--- src/rtl/core/rbfi_pkg.sv ---
`default_nettype none
package rbfi_pkg;

  localparam int MAX_HITS = 6;
  localparam int HALF     = 32768;
  localparam int DIV_W    = 48;
  localparam int DIV_CW   = 6;
  localparam int SQRT_N   = 32;
  localparam int SQRT_CW  = 5;
  localparam int CFG_IW   = 3;

  localparam logic [CFG_IW-1:0] REG_OBJ_ROW0  = 3'd0;
  localparam logic [CFG_IW-1:0] REG_OBJ_ROW1  = 3'd1;
  localparam logic [CFG_IW-1:0] REG_OBJ_ROW2  = 3'd2;
  localparam logic [CFG_IW-1:0] REG_INV_ROW0  = 3'd3;
  localparam logic [CFG_IW-1:0] REG_INV_ROW1  = 3'd4;
  localparam logic [CFG_IW-1:0] REG_INV_ROW2  = 3'd5;
  localparam logic [CFG_IW-1:0] REG_SURFACE_ID = 3'd6;

  typedef struct packed {
    logic signed [31:0] origin_x;
    logic signed [31:0] origin_y;
    logic signed [31:0] origin_z;
    logic signed [31:0] dir_x;
    logic signed [31:0] dir_y;
    logic signed [31:0] dir_z;
  } in_word_t;

  typedef struct packed {
    logic               hit;
    logic [31:0]        distance;
    logic signed [31:0] point_x;
    logic signed [31:0] point_y;
    logic signed [31:0] point_z;
    logic signed [31:0] normal_x;
    logic signed [31:0] normal_y;
    logic signed [31:0] normal_z;
    logic [7:0]         material;
    logic               last;
  } out_word_t;

  // signed q8.8 coefficient of column c
  function automatic logic signed [15:0] coef(input logic [63:0] row, input logic [1:0] c);
    logic signed [15:0] r;
    unique case (c)
      2'd0: r = signed'(row[15:0]);
      2'd1: r = signed'(row[31:16]);
      2'd2: r = signed'(row[47:32]);
      default: r = signed'(row[63:48]);
    endcase
    return r;
  endfunction

endpackage
`default_nettype wire

--- src/rtl/core/rbfi_div.sv ---
`default_nettype none
module rbfi_div (
  input  wire logic               clk,
  input  wire logic               rst_n,
  input  wire logic               start,
  input  wire logic signed [49:0] num,
  input  wire logic signed [31:0] den,
  output logic                    done,
  output logic signed [31:0]      quo
);

  logic                          busy_r, done_r;
  logic [rbfi_pkg::DIV_CW-1:0]   cnt_r;
  logic                          neg_r;
  logic [rbfi_pkg::DIV_W-1:0]    nmag_r, quo_r;
  logic [31:0]                   rem_r, dmag_r;
  logic [32:0]                   rem_sh;
  logic                          ge;
  logic [49:0]                   num_abs;
  logic signed [49:0]            qs;

  assign num_abs = num[49] ? 50'(-num) : 50'(num);
  assign rem_sh  = {rem_r, nmag_r[rbfi_pkg::DIV_W-1]};
  assign ge      = rem_sh >= {1'b0, dmag_r};

  always_ff @(posedge clk) begin
    if (!rst_n) begin
      busy_r <= 1'b0;
      done_r <= 1'b0;
      cnt_r  <= '0;
    end else begin
      done_r <= 1'b0;
      if (start) begin
        busy_r <= 1'b1;
        cnt_r  <= '0;
      end else if (busy_r) begin
        cnt_r <= cnt_r + 1'b1;
        if (cnt_r == rbfi_pkg::DIV_CW'(rbfi_pkg::DIV_W - 1)) begin
          busy_r <= 1'b0;
          done_r <= 1'b1;
        end
      end
    end
  end

  always_ff @(posedge clk) begin
    if (start) begin
      neg_r  <= num[49] ^ den[31];
      nmag_r <= num_abs[rbfi_pkg::DIV_W-1:0];
      dmag_r <= den[31] ? 32'(-den) : 32'(den);
      rem_r  <= '0;
      quo_r  <= '0;
    end else if (busy_r) begin
      rem_r  <= ge ? 32'(rem_sh - {1'b0, dmag_r}) : rem_sh[31:0];
      nmag_r <= {nmag_r[rbfi_pkg::DIV_W-2:0], 1'b0};
      quo_r  <= {quo_r[rbfi_pkg::DIV_W-2:0], ge};
    end
  end

  // truncating quotient, saturated to 32 bits
  always_comb begin
    qs = neg_r ? -signed'({2'b00, quo_r}) : signed'({2'b00, quo_r});
    if (qs > 50'sd2147483647)       quo = 32'sh7FFFFFFF;
    else if (qs < -50'sd2147483648) quo = 32'sh80000000;
    else                            quo = qs[31:0];
  end

  assign done = done_r;

endmodule
`default_nettype wire

--- config.mk ---
export PLATFORM = sky130hd
export DESIGN_NAME = rbfi_div
export DESIGN_NICKNAME = d
export VERILOG_FILES = /design/src/rtl/core/rbfi_pkg.sv /design/src/rtl/core/rbfi_div.sv
export SDC_FILE = /design/constraint.sdc
export NUM_CORES = 1
export LEC_CHECK = 0
export ABC_AREA = 1
export BUFFER_PORTS_ARGS = -buffer_cell sky130_fd_sc_hd__buf_2
export CORE_MARGIN = 8
export CORE_UTILIZATION = 30
export DETAILED_ROUTE_END_ITERATION = 10
export HOLD_SLACK_MARGIN = 0.15
export MAX_ROUTING_LAYER = met4
export PLACE_DENSITY = 0.53
export RECOVER_POWER = 100
export SYNTH_ARGS = -nofsm -noshare
export SYNTH_HDL_FRONTEND = slang
export SYNTH_SLANG_ARGS = --single-unit
--- constraint.sdc ---
create_clock -name clk -period 4.2 [get_ports clk]
set_clock_uncertainty 0.1 [all_clocks]
set_input_delay 0.84 -clock clk [delete_from_list [all_inputs] [get_ports clk]]
set_output_delay 0.84 -clock clk [all_outputs]
set_load 0.03 [all_outputs]
==> flow_metrics.tcl <==
set metrics [dict create \
    cts_tree "built" \
    nFillCells 4525 \
    fin_hold_ws_ps 371 \
    violations "capacitance limit, slew limit" \
    min_from "rem_r[19]" \
    synth_area_leaders "edfxtp_1, dfxtp_1, nand2_1" \
    hold-path-endpoint "rem_r[19]" \
    drv.max_cap_violation_count 2 \
    synthFlopType "dfxtp_1" \
    area.growth.synth_to_final_pct 12.4 \
    clkTransAtPathRegs_ps 70 \
    p_int_mw 2.83 \
    grt_use_met1 0.198 \
    pwr-share-comb 0.141 \
    synthXorXnorAreaFrac 0.0852 \
    period_minus_slack_ps 3870 \
    start_kind "flip-flop" \
    synth_most_common_cell "nand2_1" \
    p_sw_mw 1.08 \
    grt_busiest_layer "met2" \
    final_max_slew_viol_count 82 \
    clock-sinks 169 \
    hold_depth 2 \
    yosysWarnings 0 \
    relSlewSlack -0.114 \
    ir_drop_uv 298 \
    vias 11600 \
    port-buffer-count 116 \
    die_h_um 220 \
    finalSetupViolations 0 \
    grt_max_degree 74 \
    routed_via_density 4.78 \
    synthAdderAreaFrac 0.0378 \
    use_met2 0.254 \
    dp.cells 2393 \
    fin_cells 2426 \
    antenna_found_initial 1 \
    avgSynthCellArea_sq_um 6.95 \
    clk_path_buf_depth 2 \
    nets 2002 \
    synthMuxAreaShare 0 \
    die_area_sq_mm 0.0483 \
    max_slew.worst_pin.slew_ps 1660 \
    dpl-instance-area_sq_mm 0.0135 \
    p_total_mw 3.92 \
    pre_cts_slack_ps 720 \
    post-route-worst-setup-slack_ps 326 \
    clkPwrFrac 0.382 \
    seq_area_sq_mm 0.00419 \
    switching_share 0.277 \
    synth_edf_count 81 \
    async_flop_share 0 \
    seqPwrFrac 0.477 \
    grt_util_all_layers 0.155 \
    synth_area_sq_mm 0.0124 \
    multi_input_area_sq_mm 0.00718 \
    rsz0062_at_grt "false" \
    power_density_mw_per_mm2 280 \
    max_clock_freq_mhz 258 \
    initial_core_util 0.304 \
    yosys.area.top_type "edfxtp_1" \
    first_pass_iters 5 \
    yosys.area.top_type_share 0.195 \
    core_area_sq_mm 0.0409 \
    wire_per_inst_um 15.0 \
    min_path_type "reg -> reg" \
    final_area_sq_mm 0.0140 \
    crit_path_max_fanout 31 \
    ys_ff_latch 169 \
    dpl.hpwl_um 28100 \
    cts_hold_repair.buffers 0 \
    overflow 0 \
    io_pins 118 \
    netlist_top_cells_count "nand2_1, nor2_1, inv_1" \
    use_met3 0.0225 \
    reg2reg_depth 4 \
    end_kind "output port" \
    p_leak_nw 6.74 \
    r2r_setup_slack_ps 520 \
    synthCells 1790 \
    setup_tns_ps 0 \
    status "finished with violations" \
    ctsHtreeMaxLevel 4 \
    drive_above_1_share 0.107 \
    worstReg2RegStart "busy_r" \
    reg2reg_to "nmag_r[7]" \
    drtIter0Drc 600 \
    gp_congestion 0.896 \
    drc 0 \
    clk_latency_ps 450 \
    synth_compound_area_frac 0.121 \
    cp.required_ps 3260 \
    path_class "reg -> out" \
    synth-seq-area-share 0.337 \
    synth-simple-area-share 0.335 \
    post-route-period-util 0.922 \
    wl_um 36400 \
    ant_nets 0 \
    syn-num-nets 1912 \
    yosysUniqueCellTypes 53 \
    crit_arrival_ps 2930 \
    synth_top_family_by_area "simple AND/OR/NAND/NOR gates" \
    hold_viol_final 0 \
    cts_buffers 17 \
    first_global_vias 11400 \
    num_rows 74 \
    fp.dieW_um 220 \
    grt_pass1_wl_um 59000 \
    clockRootBuffer "clkbuf_16" \
    utilization 0.342 \
]
==> repair_timing <==
action,CTS,global route
gates resized for setup,0,1
setup buffers,0,0
setup endpoints to repair,0,12
==> routing by layer <==
metal | routed length, um | vias to the layer above
met5 | 0 | -
met4 | 539 | 0
met3 | 1150 | 32
met2 | 17000 | 202
met1 | 17700 | 5292
li1 | - | 6079
==> cells in the final DEF (no fill, tap or decap), types with 5 or more instances in the layout <==
cell type / synthesis / final
a21o_1: 6 / 6
a21oi_1: 59 / 59
a31oi_1: 17 / 17
buf_2: 6 / 80
clkbuf_1: 34 / 7
clkbuf_16: 0 / 17
clkbuf_2: 0 / 34
dfxtp_1: 88 / 88
edfxtp_1: 81 / 81
ha_1: 36 / 36
inv_1: 188 / 191
inv_2: 8 / 5
nand2_1: 469 / 470
nand2_2: 6 / 5
nand2_4: 7 / 6
nand3_1: 120 / 120
nand3_2: 7 / 7
nand3b_1: 5 / 5
nand4_1: 35 / 35
nor2_1: 238 / 238
nor2_2: 6 / 6
nor2_4: 5 / 5
nor3_1: 33 / 33
nor4_1: 6 / 6
o211ai_1: 4 / 9
o21a_1: 5 / 5
o21ai_0: 89 / 93
o21ai_1: 10 / 6
o21bai_1: 5 / 5
o22ai_1: 47 / 47
xnor2_1: 26 / 26
xor2_1: 95 / 95
==> layout make-up <==
class,instances,area share
clock inverters,10,0.00465
inverters,197,0.0530
clock buffers,22,0.0343
multi-input cells,1368,0.513
flip-flops and latches,169,0.300
repair buffers,127,0.0470
diodes,1,0.000179
well taps,532,0.0476
==> flip-flops by register name, summed over array words and instances (netlist names) <==
register,count
busy_r,1
dmag_r,32
nmag_r,48
cnt_r,6
done,1
quo_r,48
rem_r,32
neg_r,1
==> how the worst max path moves through the flow <==
stage	startpoint	endpoint	slack (ps)	cells past startpoint
after global routing	quo_r[0]	quo[1]	10	16
after detailed placement	quo_r[0]	quo[0]	720	17
after global placement	quo_r[1]	quo[0]	720	17
final	quo_r[1]	quo[11]	330	16
after CTS	quo_r[0]	quo[0]	200	17
after floorplan	start	nmag_r[0]	850	4
==> cell families (layout without fill, tap and decap cells) <==
kind of cell               count (synthesis)  in the layout
AOI/OAI and AO/OA                        257            257
xor gates and xnor gates                 121            121
adders and majority gates                 37             37
buffers and inverters                    253            356
DFF                                      169            169
other                                      0              1
and+or+nand+nor                          953            953
==> worst max-delay path: stages (launching register included) <==
cell and delay [ps]:
dfxtp_1 320, inv_1 100, ha_1 220, nand3_2 160, nor2_8 210, nand3_2 90, nand2_2 120, nand2_1 60
nand2_1 60, nand2_1 80, nor2_1 130, nand2_1 60, nor2_1 120, nand3_2 120, nand2_4 290, nand2_1 120
clkbuf_2 200
==> power by group through the flow <==
| stage | clock network, mW | registers (mW) | logic (mW) |
|---|---|---|---|
| after detailed placement | 0 | 1.90 | 0.564 |
| final | 1.49 | 1.87 | 0.553 |
| after global placement | 0 | 1.90 | 0.561 |
| after global routing | 1.62 | 1.88 | 0.627 |
| after CTS | 1.55 | 1.87 | 0.566 |
| after floorplan | 0 | 1.89 | 0.367 |
Power figures use the tool's default switching activity.
