<file path="src/rtl/core/rbfi_pkg.sv">
`default_nettype none
package rbfi_pkg;

  localparam int MAX_HITS = 6;
  localparam int HALF     = 32768;
  localparam int DIV_W    = 48;
  localparam int DIV_CW   = 6;
  localparam int SQRT_N   = 32;
  localparam int SQRT_CW  = 5;
  localparam int CFG_IW   = 3;

  localparam logic [CFG_IW-1:0] REG_OBJ_ROW0  = 3'd0;
  localparam logic [CFG_IW-1:0] REG_OBJ_ROW1  = 3'd1;
  localparam logic [CFG_IW-1:0] REG_OBJ_ROW2  = 3'd2;
  localparam logic [CFG_IW-1:0] REG_INV_ROW0  = 3'd3;
  localparam logic [CFG_IW-1:0] REG_INV_ROW1  = 3'd4;
  localparam logic [CFG_IW-1:0] REG_INV_ROW2  = 3'd5;
  localparam logic [CFG_IW-1:0] REG_SURFACE_ID = 3'd6;

  typedef struct packed {
    logic signed [31:0] origin_x;
    logic signed [31:0] origin_y;
    logic signed [31:0] origin_z;
    logic signed [31:0] dir_x;
    logic signed [31:0] dir_y;
    logic signed [31:0] dir_z;
  } in_word_t;

  typedef struct packed {
    logic               hit;
    logic [31:0]        distance;
    logic signed [31:0] point_x;
    logic signed [31:0] point_y;
    logic signed [31:0] point_z;
    logic signed [31:0] normal_x;
    logic signed [31:0] normal_y;
    logic signed [31:0] normal_z;
    logic [7:0]         material;
    logic               last;
  } out_word_t;

  // signed q8.8 coefficient of column c
  function automatic logic signed [15:0] coef(input logic [63:0] row, input logic [1:0] c);
    logic signed [15:0] r;
    unique case (c)
      2'd0: r = signed'(row[15:0]);
      2'd1: r = signed'(row[31:16]);
      2'd2: r = signed'(row[47:32]);
      default: r = signed'(row[63:48]);
    endcase
    return r;
  endfunction

endpackage
`default_nettype wire

</file>
<file path="src/rtl/core/rbfi_sqrt.sv">
`default_nettype none
module rbfi_sqrt (
  input  wire logic        clk,
  input  wire logic        rst_n,
  input  wire logic        start,
  input  wire logic [63:0] rad,
  output logic             done,
  output logic [31:0]      root
);

  logic                         busy_r, done_r;
  logic [rbfi_pkg::SQRT_CW-1:0] cnt_r;
  logic [63:0]                  rad_r;
  logic [31:0]                  root_r;
  logic [34:0]                  rem_r, rem_sh, trial;
  logic                         ge;

  assign rem_sh = {rem_r[32:0], rad_r[63:62]};
  assign trial  = {1'b0, root_r, 2'b01};
  assign ge     = rem_sh >= trial;

  always_ff @(posedge clk) begin
    if (!rst_n) begin
      busy_r <= 1'b0;
      done_r <= 1'b0;
      cnt_r  <= '0;
    end else begin
      done_r <= 1'b0;
      if (start) begin
        busy_r <= 1'b1;
        cnt_r  <= '0;
      end else if (busy_r) begin
        cnt_r <= cnt_r + 1'b1;
        if (cnt_r == rbfi_pkg::SQRT_CW'(rbfi_pkg::SQRT_N - 1)) begin
          busy_r <= 1'b0;
          done_r <= 1'b1;
        end
      end
    end
  end

  always_ff @(posedge clk) begin
    if (start) begin
      rad_r  <= rad;
      root_r <= '0;
      rem_r  <= '0;
    end else if (busy_r) begin
      rem_r  <= ge ? rem_sh - trial : rem_sh;
      root_r <= {root_r[30:0], ge};
      rad_r  <= {rad_r[61:0], 2'b00};
    end
  end

  assign done = done_r;
  assign root = root_r;

endmodule
`default_nettype wire

</file>
<file path="config.mk">
export PLATFORM = sky130hd
export DESIGN_NAME = rbfi_sqrt
export DESIGN_NICKNAME = d
export VERILOG_FILES = /design/src/rtl/core/rbfi_pkg.sv /design/src/rtl/core/rbfi_sqrt.sv
export SDC_FILE = /design/constraint.sdc
export NUM_CORES = 1
export LEC_CHECK = 0
export ABC_AREA = 1
export CORE_ASPECT_RATIO = 0.75
export CORE_MARGIN = 8
export CORE_UTILIZATION = 58
export CTS_BUF_LIST = sky130_fd_sc_hd__clkbuf_8 sky130_fd_sc_hd__clkbuf_16
export CTS_CLUSTER_SIZE = 14
export DETAILED_ROUTE_END_ITERATION = 16
export DONT_BUFFER_PORTS = 1
export GPL_TIMING_DRIVEN = 0
export PLACE_DENSITY = 0.87
export SYNTH_ARGS = -nofsm -noshare
export SYNTH_HDL_FRONTEND = slang
export SYNTH_SLANG_ARGS = --single-unit
</file>
<file path="constraint.sdc">
create_clock -name clk -period 3.5 [get_ports clk]
set_clock_uncertainty 0.2 [all_clocks]
set_input_delay 0.35 -clock clk [delete_from_list [all_inputs] [get_ports clk]]
set_output_delay 0.35 -clock clk [all_outputs]
set_load 0.01 [all_outputs]
</file>
==> flow_summary.toml, run 1 <==
[route]
drt-initial-drc-count = 1067
dr.pass1.iters = 6
drc = 0
vias = 8412
antenna_left = 0
wl_um = 27050
drt-vias-per-instance = 5.777
wire_per_inst_um = 18.58

[yosys]
synth.most_common_cell = "nand2_1"
synth_nets = 1281
synth_edf_count = 64
ys_types = 43
synth_area_per_cell_um2 = 7.043
synth_area_um2 = 8297
synthCells = 1178
synthFlopType = "dfxtp_1"
synth-adder-area-share = 0.05429
muxShareOfSynthArea = 0
synth_top_area_share = 0.2316
synthXorXnorAreaFrac = 0.01056
synth-seq-cells = 136
synth-warning-count = 0
synth_common_cells = "nand2_1 (483), inv_1 (162), nor2_1 (78)"
synth_compound_area_frac = 0.05806
yosys.area_share.simple = 0.3719
synth_top_family_by_area = "simple AND/OR/NAND/NOR gates"
ys_top_cells_by_area = "edfxtp_1 (23%), nand2_1 (22%), dfxtp_1 (17%)"
ys_async_sr_fraction = 0
ys_seq_area_frac = 0.4054
yosysTopAreaCell = "edfxtp_1"

[final_layout]
area_delta_synth_final_pct = 18.38
nets = 1366
seqCellArea_um2 = 3363
fillers = 1129
num_antenna_cells = 0
design_area_um2 = 9822
multiInputGateArea_um2 = 4105
layout-drive-gt1-share = 0.07367

[placement]
placed_area_um2 = 8543
dp_slack_ns = 0.6973
place_congestion = 0.9592
numPortBuffers = 0
place_hpwl_um = 17720

[timing]
final_hold_viol_count = 0
max-slew-margin-rel = 0.4664
fin_tns_setup_ns = 0
max_freq_mhz = 324.4
worst_slack_ns = 0.4173
timing.hold.ws_ns = 0.09312
finalCritPeriodShare = 0.8808
maxSlewViolCount = 0
rsz0062_at_grt = "false"
tightest_slew_ns = 0.8004
period_minus_slack_ns = 3.083
setup_viol = 0

[floorplanning]
coreArea_um2 = 14220
die_y_um = 119.6
rows = 38
die_x_um = 154.1
start_util = 0.5836
ios = 100
dieArea_um2 = 18430

[clocking]
h-tree-depth = 4
clock_sinks = 136
cts_hold_buf = 65
post-cts-setup-buffer-count = 0
ctsResizeCount = 0
insertion_delay_ns = 0.44
cts_root_buf = "clkbuf_16"
clk_pin_slew_worst_paths_ns = 0.07
clock_path_buffers = 2
cts_buffers = 17
cts_tree = "yes"

[power]
p_leak_nw = 4.999
total_power_w = 0.01175
irDropWorstVdd_uv = 568.6
power_density_nw_per_um2 = 1196

[status]
status = "complete, no violations"

[setup_path]
crit_path_cell_trace = "inv_1 > ha_1 > nand2_1 > nor2_1 > nand2_1 > nor2_1 > nand3_2 > nand2_4 > nor2_8 > nand2_8 > buf_6 > nand3_1 > nand2_1 > nand2_1"
max_stage_delay_ns = 0.41
cp.buffers_inverters = 2
crit_path_frequent_cell = "nand2_1"
end_kind = "flop"
crit_fanout = 10
criticalPathCategory = "reg -> reg"
crit_path_top_delay_cell = "dfxtp_1"
worstPathArrival_ns = 3.21
cp.required_ns = 3.63
cp_top_family = "simple AND/OR/NAND/NOR gates"
worstSetupStartpointType = "flop"

[global_route]
grt_pass1_wl_um = 42260
grt_pass1_vias = 8024
grt.overflow.total = 0
grt_max_degree = 41
antenna_found_initial = 0
grtUsageTotal = 0.2929

[job]
maxCapViolations = 0

[hold_path]
hp-class = "in -> reg"
[layer usage]
layer,global-route usage,wire (um),up-vias
met1,0.3655,10930,3893
met4,0.1398,1209,0
li1,-,-,3923
met5,0,0,-
met2,0.4556,11950,497
met3,0.09303,2959,99
[cell type report]
| type | instances | share of cell area |
|---|---|---|
| multi-input combinational | 837 | 0.4180 |
| sequential | 136 | 0.3424 |
| timing repair buffer | 66 | 0.06828 |
| inverter | 167 | 0.06382 |
| clock buffer | 17 | 0.04331 |
| tap | 180 | 0.02293 |
| clock inverter | 15 | 0.02064 |
| buffer | 38 | 0.02064 |
[final timing paths]
kind | slack, ns | cells past startpoint | endpoint | from
worst max register to register | 0.42 | 14 | rem_r[30] | root[4]
worst min register to register | 0.28 | 2 | rem_r[31] | rem_r[31]
worst min-delay path | 0.09 | 3 | root[31] | start
worst max-delay path | 0.42 | 14 | rem_r[30] | root[4]
[report_power, final]
part           internal (W)  switching, W
Combinational       0.00249       0.00521
Clock               0.00110      0.000852
Sequential          0.00192      0.000188
[cells by family (layout without fill, tap and decap cells)]
logic type               after synthesis  count (layout)
AND/OR/NAND/NOR                      708             708
buffers and inverters                205             303
flip-flops                           136             136
AO/OA/AOI/OAI                         83              83
adder cells (fa/ha/maj)               36              36
XOR/XNOR                              10              10
[worst register-to-register path, cell delays in order, from the launching register on]
cell and delay, ns:
dfxtp_1 0.41, inv_1 0.11, ha_1 0.38, nand2_1 0.20, nor2_1 0.36, nand2_1 0.15, nor2_1 0.23, nand3_2 0.14
nand2_4 0.12, nor2_8 0.07, nand2_8 0.12, buf_6 0.17, nand3_1 0.11, nand2_1 0.16, nand2_1 0.07
[cells in the final DEF (no fill, tap or decap), drive strengths merged, types with 2 or more instances in the layout]
cell / synthesis / routed
nand4: 31 / 31
or2: 3 / 3
o22ai: 31 / 31
nand3: 76 / 76
dlygate4sd3: 0 / 65
buf: 17 / 18
o21ai: 14 / 14
clkinv: 1 / 4
o21bai: 3 / 3
o211ai: 2 / 2
edfxtp: 64 / 64
xor2: 9 / 9
dfxtp: 72 / 72
a21oi: 30 / 30
nor3: 7 / 7
nand2: 496 / 496
ha: 36 / 36
clkbuf: 21 / 38
inv: 166 / 175
nand3b: 3 / 3
nor3b: 2 / 2
bufinv: 0 / 2
nor2: 88 / 88
[registers in the layout (all words and copies together), names as in the netlist]
name / count
cnt_r: 5
done: 1
root: 32
busy_r: 1
rad_r: 64
rem_r: 33
[per-stage QoR]
step,instances,util
final,1456,0.6909
after global routing,1456,0.6909
after CTS,1456,0.6909
after detailed placement,1359,0.6010
after global placement,1358,0.5995
after floorplan,1178,-
Note: power is estimated with default switching activity, not from simulation.
==> run 2, diff against run 1 <==
ABC_AREA = 0   (was 1)
SKIP_CTS_REPAIR_TIMING = 1   (was default)
==> run 2 against run 1 <==
Flip-flop and latch count unchanged. First-iteration DRC count shrank 51%. Critical path depth down 3. Synthesized cell count down 38%. Sequential share of layout area grew 3.0 points. Maximum frequency down 7.8%. Total power decreased by 35%. Utilization is 1.3 points higher. Clock power decreased by 7%. Global-route usage is 7.7 points lower. Final cell count is 32% lower. Combinational power fell by 51%. Largest cell class unchanged.
==> flow_summary.toml, run 2 <==
[yosys]
synth-warning-count = 0
ys_async_sr_fraction = 0
synth_common_cells = "nor2_1 (90), dfxtp_1 (72), edfxtp_1 (64)"
ys_seq_area_frac = 0.4453
synth.most_common_cell = "nor2_1"
synth_nets = 830
synth_edf_count = 64
yosysTopAreaCell = "edfxtp_1"
yosys.area_share.simple = 0.1055
synthCells = 727
synthXorXnorAreaFrac = 0.03247
synthFlopType = "dfxtp_1"
ys_types = 61
synth_compound_area_frac = 0.1438
synth_top_area_share = 0.2545
synth_area_per_cell_um2 = 10.39
synth_top_family_by_area = "multiplexers"
synth-seq-cells = 136
ys_top_cells_by_area = "edfxtp_1 (25%), dfxtp_1 (19%), mux2_2 (9.4%)"
synth_area_um2 = 7552
muxShareOfSynthArea = 0.1663
synth-adder-area-share = 0.05964

[placement]
numPortBuffers = 0
placed_cells = 899
place_congestion = 0.9557
dp_slack_ns = 0.1672
placed_area_um2 = 7786
place_hpwl_um = 13370

[floorplanning]
rows = 36
ios = 100
start_util = 0.5883
die_x_um = 147.8
dieArea_um2 = 16970
coreArea_um2 = 12840
die_y_um = 114.8

[global_route]
use_met2 = 0.3393
grt_pass1_wl_um = 29060
met1_usage = 0.2737
grtUsageTotal = 0.2158
top_usage_layer = "met2"
antenna_found_initial = 1
met3_usage = 0.07825
grt_max_degree = 40
grt_pass1_vias = 5492
grt.overflow.total = 0

[setup_path]
worst-r2r-cell-count = 11
worstSetupStartpointType = "flop"
crit_path_cell_trace = "inv_1 > ha_1 > nor2b_1 > o211ai_1 > a211oi_2 > o2111ai_1 > nand2_1 > a21oi_2 > o31ai_1 > mux2_2 > a311oi_2"
cp.buffers_inverters = 1
crit_path_top_delay_cell = "dfxtp_1"
criticalPathCategory = "reg -> reg"
worstPathArrival_ns = 3.47
crit_fanout = 5
cp.depth = 11
end_kind = "flop"
cp.required_ns = 3.62
max_stage_delay_ns = 0.46
cp_top_family = "compound AO/OA/AOI/OAI gates"

[hold_path]
hp-class = "in -> reg"
hold_depth = 2

[timing]
worst_slack_ns = 0.1558
final_hold_viol_count = 0
period_minus_slack_ns = 3.344
setup_viol = 0
max-slew-margin-rel = 0.4057
fin_tns_setup_ns = 0
rsz0062_at_grt = "false"
finalCritPeriodShare = 0.9555
maxSlewViolCount = 0
max_freq_mhz = 299.0
tightest_slew_ns = 0.8914

[route]
dr.pass1.iters = 5
antenna_left = 0
drc = 0
vias = 5937
wire_per_inst_um = 19.64
drt-vias-per-instance = 5.961
wl_um = 19560
drt-initial-drc-count = 528

[clocking]
cts_root_buf = "clkbuf_16"
clock_path_buffers = 2
clock_sinks = 136
cts_tree = "yes"
clk_pin_slew_worst_paths_ns = 0.06
insertion_delay_ns = 0.42
h-tree-depth = 4
cts_buffers = 17

[power]
p_leak_nw = 3.538
power_density_nw_per_um2 = 847.7
irDropWorstVdd_uv = 560.8

[job]
maxCapViolations = 0

[final_layout]
layout-drive-gt1-share = 0.1527
fillers = 949
final_common_cell = "nor2_1"
postLayoutCoreUtil = 0.7044
design_area_um2 = 9042
layout_common_cells = "nor2_1 (90), dfxtp_1 (71), dlygate4sd3_1 (65)"
area_delta_synth_final_pct = 19.73
finalNonFillerCells = 996
top_register = "rad_r"
num_antenna_cells = 0
nets = 915
largest_register_ffs = 64

[status]
status = "complete, no violations"
[run 2: cell count changes after synthesis, moves of 21 or more]
cell	change
o21ai_0	+21
nand2_1	-444
inv_1	-120
mux2_2	+63
mux2i_1	+52
o22ai_1	-30
nand3_1	-53
nand4_1	-25
[run 2: area by class of cell]
cell class / instances / area [um^2] / area share
buffer: 37 / 196.4 / 0.02172
clock buffer: 18 / 439.2 / 0.04857
clock inverter: 14 / 160.2 / 0.01771
inverter: 42 / 157.7 / 0.01743
multi-input combinational: 512 / 3840 / 0.4247
sequential: 136 / 3364 / 0.3721
tap: 171 / 214.0 / 0.02366
timing repair buffer: 66 / 670.6 / 0.07417
[run 2: per-layer routing]
metal  wire length (um)  up-vias
li1                   -     2803
met1               8175     2842
met2               9349      260
met3               1737       32
met4                299        0
met5                  0        -
[run 2: worst paths after layout]
check                                 end  slack (ns)  startpoint
worst max-delay path            rem_r[26]        0.16     root[0]
worst min-delay path             cnt_r[4]        0.03       rst_n
worst max register to register  rem_r[26]        0.16     root[0]
worst min register to register  rem_r[25]        0.28   rem_r[25]
[run 2: power breakdown]
group | total [W] | internal [W] | leakage [nW] | switching, W
clock | 0.00182 | 0.00113 | 0.302 | 0.000691
combinational | 0.00381 | 0.00163 | 2.00 | 0.00218
sequential | 0.00203 | 0.00189 | 1.23 | 0.000145
[run 2: kinds of logic (layout without fill, tap and decap cells)]
logic type	Yosys count	in the layout
adder cells (fa/ha/maj)	36	36
flip-flops	136	136
AND/OR/NAND/NOR	178	178
buffers and inverters	79	177
XOR/XNOR	28	28
AO/OA/AOI/OAI	153	153
multiplexers	117	117
[run 2: worst register-to-register path: stages (launching register included)]
cell	delay, ns
dfxtp_1	0.46
inv_1	0.08
ha_1	0.37
nor2b_1	0.21
o211ai_1	0.16
a211oi_2	0.30
o2111ai_1	0.17
nand2_1	0.21
a21oi_2	0.11
o31ai_1	0.32
mux2_2	0.39
a311oi_2	0.26
[run 2: through the flow]
| step | hold slack (ns) | total power (W) |
|---|---|---|
| 3_5_place_dp | 0.2651 | 0.005682 |
| 4_1_cts | -0.1464 | 0.007522 |
| 2_1_floorplan | 0.2417 | 0.004903 |
| 5_1_grt | 0.04184 | 0.008063 |
| 6_report | 0.02638 | 0.007666 |
| 3_3_place_gp | 0.2604 | 0.005584 |
==> run 3, diff against run 2 <==
PLACE_DENSITY = default   (was 0.87)
PLACE_DENSITY_LB_ADDON = 0.2   (was default)
SETUP_SLACK_MARGIN = 0.1   (was default)
==> run 3 against run 2 <==
Design area about the same. Routed wire length increased by 3.5%. Critical path depth increased by 2. Hold slack got worse by 0.025 ns. Combinational power increased by 4%. Die area unchanged. Via count increased by 0.49%.
==> flow_summary.toml, run 3 (synthesized netlist as in run 2, its figures left out) <==
[power]
irDropWorstVdd_uv = 550.1
switching_share = 0.4105
comb_power_share = 0.519
power_density_nw_per_um2 = 842.3
p_int_w = 0.004487
seqPwrFrac = 0.267
p_leak_nw = 3.515
p_clk_frac = 0.214
switching_power_w = 0.003124

[clocking]
cts_tree = "yes"
clk_pin_slew_worst_paths_ns = 0.06
cts_buffers = 17
cts_root_buf = "clkbuf_16"
clock_path_buffers = 2
insertion_delay_ns = 0.43
h-tree-depth = 4
clock_sinks = 136

[placement]
place_congestion = 0.9002
place_hpwl_um = 13280
placed_area_um2 = 7786
placed_cells = 899
numPortBuffers = 0

[global_route]
grt.overflow.total = 0
grt_pass1_vias = 5614
grt_max_degree = 34
grt_pass1_wl_um = 29390
antenna_found_initial = 1
grtUsageTotal = 0.2170

[timing]
rsz0062_at_grt = "true"
max_freq_mhz = 304.1
tightest_slew_ns = 0.8794
period_minus_slack_ns = 3.288
setup_viol = 0
maxSlewViolCount = 0
finalCritPeriodShare = 0.9394
max-slew-margin-rel = 0.4138
final_hold_viol_count = 0

[floorplanning]
rows = 36
coreArea_um2 = 12840
start_util = 0.5883
die_y_um = 114.8
die_x_um = 147.8
ios = 100
dieArea_um2 = 16970

[setup_path]
critPathLaunch = "root[6]"
r2r-start = "root[6]"
crit_fanout = 10
r2r-end = "rem_r[19]"
worst-r2r-cell-count = 13
worstSetupStartpointType = "flop"
rrSetupSlack_ns = 0.21
cp.required_ns = 3.59
worstPathArrival_ns = 3.38
criticalPathCategory = "reg -> reg"
cp-endpoint = "rem_r[19]"
end_kind = "flop"

[final_layout]
final_common_cell = "nor2_1"
layout_common_cells = "nor2_1 (90), dfxtp_1 (70), dlygate4sd3_1 (65)"
top_register = "rad_r"
finalNonFillerCells = 1000
design_area_um2 = 9036
largest_register_ffs = 64
nets = 918
area_delta_synth_final_pct = 19.65
layout-drive-gt1-share = 0.1643

[route]
antenna_left = 0
drt-initial-drc-count = 580
wl_um = 20250
wire_per_inst_um = 20.25
drc = 0
dr.pass1.iters = 5
vias = 5966
drt-vias-per-instance = 5.966

[status]
status = "complete, no violations"

[job]
maxCapViolations = 0

[hold_path]
hold_depth = 2
hp-class = "in -> reg"
run 3: cell types whose count changed in the layout (fill, tap and decap cells not counted), moves of 2 or more:
| cell | delta |
|---|---|
| inv_6 | +3 |
| buf_4 | +3 |
| clkinvlp_4 | +2 |
| bufinv_16 | -3 |
run 3: through the flow:
step                      setup slack (ns)  TNS (ns)  hold WS [ns]  total power [W]  utilization
after global routing               0.08368         0       0.01299         0.008015       0.7039
after global placement             -0.1914    -11.85        0.2612         0.005584       0.6050
after CTS                           0.1399         0       -0.1678         0.007339       0.6480
final                               0.2120         0     0.0009022         0.007611       0.7039
after detailed placement            0.1516         0        0.2637         0.005691       0.6065
after floorplan                     0.5958         0        0.2417         0.004903            -
run 3: layer usage:
metal  GRT usage  vias to the layer above  share of wire
met2      0.3387                      270           0.49
met3     0.07078                       29          0.075
met5           0                        -              0
li1            -                     2813              -
met4     0.06775                        0          0.014
met1      0.2817                     2854           0.42
run 3: power groups by stage:
stage	clock (W)	combinational, W	sequential, W
3_5_place_dp	0	0.00364	0.00205
3_3_place_gp	0	0.00354	0.00204
6_report	0.00163	0.00395	0.00203
4_1_cts	0.00164	0.00368	0.00202
2_1_floorplan	0	0.00290	0.00200
5_1_grt	0.00172	0.00424	0.00205
run 3: critical path, stage by stage (launching register included):
cell	delay, ns
dfxtp_1	0.42
inv_1	0.08
ha_1	0.37
a21oi_1	0.29
o2bb2ai_1	0.14
a221o_1	0.42
o2111ai_2	0.19
o211a_1	0.18
buf_6	0.16
nor2_8	0.06
buf_6	0.20
a31o_1	0.21
mux2i_1	0.15
nor2_1	0.07
run 3: worst min-delay path by stage:
| stage | startpoint | endpoint | slack, ns |
|---|---|---|---|
| after floorplan | rem_r[25] | rem_r[25] | 0.24 |
| after global placement | rem_r[25] | rem_r[25] | 0.26 |
| after detailed placement | rem_r[25] | rem_r[25] | 0.26 |
| after CTS | rst_n | busy_r | -0.17 |
| after global routing | rst_n | cnt_r[4] | 0.01 |
| final | rst_n | cnt_r[1] | 0.0009 |
run 3: final cells by class:
class	instances	area [um^2]
diodes	1	2.502
plain buffers	37	198.9
clock buffers	17	425.4
clock inverters	15	106.4
fillers	964	3801
inverters	42	157.7
multi-input cells	512	3872
flip-flops and latches	136	3366
well taps	171	214.0
repair buffers	69	693.2
